==> src/rtl/core/mhpq_pkg.sv <==
// Package for the max-heap priority queue: sizes, types and status codes.
// Used by mhpq_cell and max_heap_priority_queue; depends on nothing.
package mhpq_pkg;

	localparam int CAPACITY = 64;
	localparam int KEY_W    = 32;
	localparam int CNT_W    = $clog2(CAPACITY + 1);

	typedef logic signed [KEY_W-1:0] key_t;
	typedef logic [CNT_W-1:0]        cnt_t;
	typedef logic [1:0]              status_t;

	localparam logic    CMD_INSERT  = 1'b0;
	localparam logic    CMD_EXTRACT = 1'b1;

	localparam status_t ST_OK    = 2'd0;
	localparam status_t ST_FULL  = 2'd1;
	localparam status_t ST_EMPTY = 2'd2;

	// Broadcast to every cell for the transfer being applied.
	typedef struct packed {
		logic ins;
		logic ext;
		key_t key;
	} op_t;

	// What a cell hands to its right-hand neighbor.
	typedef struct packed {
		logic ge;
		key_t key;
	} link_t;

endpackage

==> src/rtl/core/mhpq_cell.sv <==
// One slot of the sorted key row (largest key at the left end).
// Depends on mhpq_pkg.
module mhpq_cell (
	input  logic           clk,
	input  mhpq_pkg::op_t   op,
	input  logic           occ,
	input  mhpq_pkg::link_t left,
	input  mhpq_pkg::key_t  right_key,
	output mhpq_pkg::link_t link
);
	import mhpq_pkg::*;

	key_t key_q;

	// Slots are ordered, so ge forms a prefix along the row.
	assign link.ge  = occ && (key_q >= op.key);
	assign link.key = key_q;

	always_ff @(posedge clk) begin
		if (op.ins) begin
			if (!link.ge) begin
				key_q <= left.ge ? op.key : left.key;
			end
		end else if (op.ext) begin
			key_q <= right_key;
		end
	end

endmodule

==> config.mk <==
export PLATFORM = sky130hd
export DESIGN_NAME = mhpq_cell
export DESIGN_NICKNAME = d
export VERILOG_FILES = /design/src/rtl/core/mhpq_pkg.sv /design/src/rtl/core/mhpq_cell.sv
export SDC_FILE = /design/constraint.sdc
export NUM_CORES = 1
export LEC_CHECK = 0
export BUFFER_PORTS_ARGS = -buffer_cell sky130_fd_sc_hd__buf_2
export CAP_MARGIN = 10
export CORE_MARGIN = 4
export CORE_UTILIZATION = 45
export DETAILED_ROUTE_END_ITERATION = 8
export PLACE_DENSITY = 0.8
export SYNTH_ARGS = -nofsm -noshare
export SYNTH_HDL_FRONTEND = slang
export SYNTH_SLANG_ARGS = --single-unit
==> constraint.sdc <==
create_clock -name clk -period 4.5 [get_ports clk]
set_clock_uncertainty 0.05 [all_clocks]
set_input_delay 0.9 -clock clk [delete_from_list [all_inputs] [get_ports clk]]
set_output_delay 0.9 -clock clk [all_outputs]
set_load 0.005 [all_outputs]
==> flow_summary.yaml <==
drt:
  first_iter_violations: 71
  wl_per_cell_um: 13.9
  remaining_drc_errors: 0
  vias: 2313
  final_antenna_net_count: 0
  first_pass_iters: 4
  routed_wl_um: 6380
  via_per_inst: 5.05
worst_setup_path:
  worstPathCellList: "buf_2 -> inv_1 -> ha_1 -> nand4_1 -> nor4b_2 -> nand2_1 -> o31ai_2 -> nor3b_2 -> nor3b_1 -> buf_2"
  endpoint: "link[32]"
  crit_fanout: 3
  r2r-end: "key_q[30]$_DFFE_PP_"
  worst_setup_path_start_kind: "input port"
  cp.arrival_ns: 2.71
  critPathKind: "input port to primary output"
  slowest_delay_ns: 0.35
  worst_path_most_repeated_cell: "buf_2"
  crit_path_start: "op[31]"
  endpoint_kind: "primary output"
  crit_slowest_cell: "nor4b_2"
  reg2reg_depth: 7
  crit_required_ns: 3.55
  r2r_slack_ns: 1.59
  timing.rr.start: "key_q[14]$_DFFE_PP_"
clocking:
  cts_tree: "built"
  cts_buffers: 5
  cts.repair.resized: 0
  clk-insertion-delay-late_ns: 0.28
  clock_path_buffers: 2
  cts-htree-levels: 2
  clock_sinks: 32
  path_clk_slew_ns: 0.07
  cts_root_buf: "clkbuf_8"
  cts_setup_buffers: 0
  cts_hold_buf: 0
pwr:
  p_sw_mw: 0.258
  swShare: 0.300
  p_comb_frac: 0.298
  p_seq_frac: 0.452
  clkPwrFrac: 0.250
  p_int_mw: 0.601
  p_leak_nw: 1.70
  peakVddDrop_mv: 0.145
  power.density_mw_per_mm2: 262
sta:
  hold_viol_final: 0
  fin_crit_ns: 3.66
  rsz0062_at_grt: "no"
  whs_ns: 0.881
  slew_headroom: 0.372
  min_period_over_period: 0.813
  tns_ns: 0
  tightestPinTransition_ns: 0.942
  finalSetupViolCount: 0
  slew_viol_final: 0
  timing.fmax_mhz: 273
flow_run:
  drv_cap: 0
logic_synthesis:
  synth_cell_types: 33
  synth_fp_nets: 390
  synth_top_family_by_area: "adder cells"
  synthCells: 257
  netlist_area_mm2: 0.00248
  synth_area_per_cell_um2: 9.64
  netlist.area_leader.share: 0.388
  synthXorXnorAreaFrac: 0
  synthTopCellsByArea: "edfxtp_1 (39%), ha_1 (16%), mux2i_1 (13%), a21oi_1 (8.9%), nor2_1 (5.0%)"
  yosysWarningCount: 0
  synth-seq-area-share: 0.388
  synthArstFlopShare: 0
  yosysTopAreaCell: "edfxtp_1"
  ys_seq_elements: 32
  synth_compound_area_frac: 0.138
  synthMuxAreaShare: 0.129
  synth_fa_ha_area_frac: 0.162
  synth_edf_count: 32
  synth-main-ff-cell: "edfxtp_1"
  synthSimpleGateAreaFrac: 0.117
layout:
  final_core_util: 0.630
  layout_common_cells: "buf_2 (133), a21oi_1 (44), nor2_1 (33)"
  layout-drive-gt1-share: 0.381
  top_regs: "key_q (32)"
  post_layout_nonfiller_instances: 458
  fin_nets: 520
  fillers: 469
  synthToLayoutAreaGrowth_pct: 32.3
  layout_commonest_cell: "buf_2"
  largest-register: "key_q"
  largest_register_ffs: 32
  n_antenna_cell: 0
min_path:
  hp-class: "input port to flop"
floorplanning:
  start_util: 0.476
  die_y_um: 82.2
  fp.coreArea_mm2: 0.00520
  die_area_mm2: 0.00676
  pin_count: 134
  die_w_um: 82.2
  rows: 26
grt:
  grt_max_degree: 65
  grtUsageTotal: 0.192
  grt_pass1_wl_um: 9950
  grt_pass1_vias: 2302
  gr-total-overflow: 0
  antenna_found_initial: 0
placement:
  hpwl_um: 5220
  placedCellCount: 450
  portBuffers: 133
  place.gp.congestion: 0.807
status:
  status: "finished, final reports clean"
## logic make-up after synthesis
kind of cell | after synthesis
AO/OA/AOI/OAI | 59
adder cells (fa/ha/maj) | 32
buffers and inverters | 43
flip-flops | 32
multiplexers | 32
AND/OR/NAND/NOR | 59
## power groups by stage
stage               Sequential (mW)  Clock (mW)  Combinational [mW]
finish                        0.388       0.215               0.256
floorplan                     0.397           0               0.140
global placement              0.393           0               0.252
global route                  0.392       0.229               0.294
detailed placement            0.395           0               0.259
CTS                           0.389       0.217               0.260
## metrics by stage
step                setup WS (ns)  instance area [um^2]  total power [mW]
global placement            0.946                  3190             0.645
detailed placement          0.858                  3190             0.654
global route                0.626                  3280             0.915
CTS                         0.841                  3280             0.866
floorplan                   0.985                  2480             0.537
finish                      0.840                  3280             0.859
## how the worst min path moves through the flow
stage                       start             endpoint  cells after the start
floorplan           right_key[30]  key_q[30]$_DFFE_PP_                      2
global placement    right_key[27]  key_q[27]$_DFFE_PP_                      3
detailed placement  right_key[22]  key_q[22]$_DFFE_PP_                      3
CTS                  right_key[5]   key_q[5]$_DFFE_PP_                      3
global route        right_key[22]  key_q[22]$_DFFE_PP_                      3
finish               right_key[5]   key_q[5]$_DFFE_PP_                      3
## worst max-delay path, delay by kind of cell
kind	cells	cell delay [ns]
AND/OR/NAND/NOR	5	0.98
adder cells (fa/ha/maj)	1	0.31
buffers and inverters	3	0.30
AO/OA/AOI/OAI	1	0.21
## area by class of cell
type,count,area [um^2],area share
multi-input combinational,182,1350,0.413
sequential,32,961,0.293
timing repair buffer,134,673,0.205
inverter,32,120,0.0367
tap,70,87.6,0.0267
clock buffer,5,68.8,0.0210
clock inverter,3,13.8,0.00420
## per-layer routing
| layer | wire length [um] | share of wire | track usage |
|---|---|---|---|
| met3 | 423 | 0.066 | 0.0423 |
| met4 | 64 | 0.010 | 0.0681 |
| met2 | 3350 | 0.53 | 0.352 |
| met5 | 0 | 0 | 0 |
| met1 | 2540 | 0.40 | 0.218 |
## synthesized netlist by cell type, drive strengths merged, types with 3 or more instances
library cell	number
a21oi	44
nor2	33
edfxtp	32
ha	32
inv	32
mux2i	32
nand2	8
clkbuf	7
buf	4
nand4	4
o21ai	4
a211oi	3
and4	3
(Power assumes the default switching activity.)
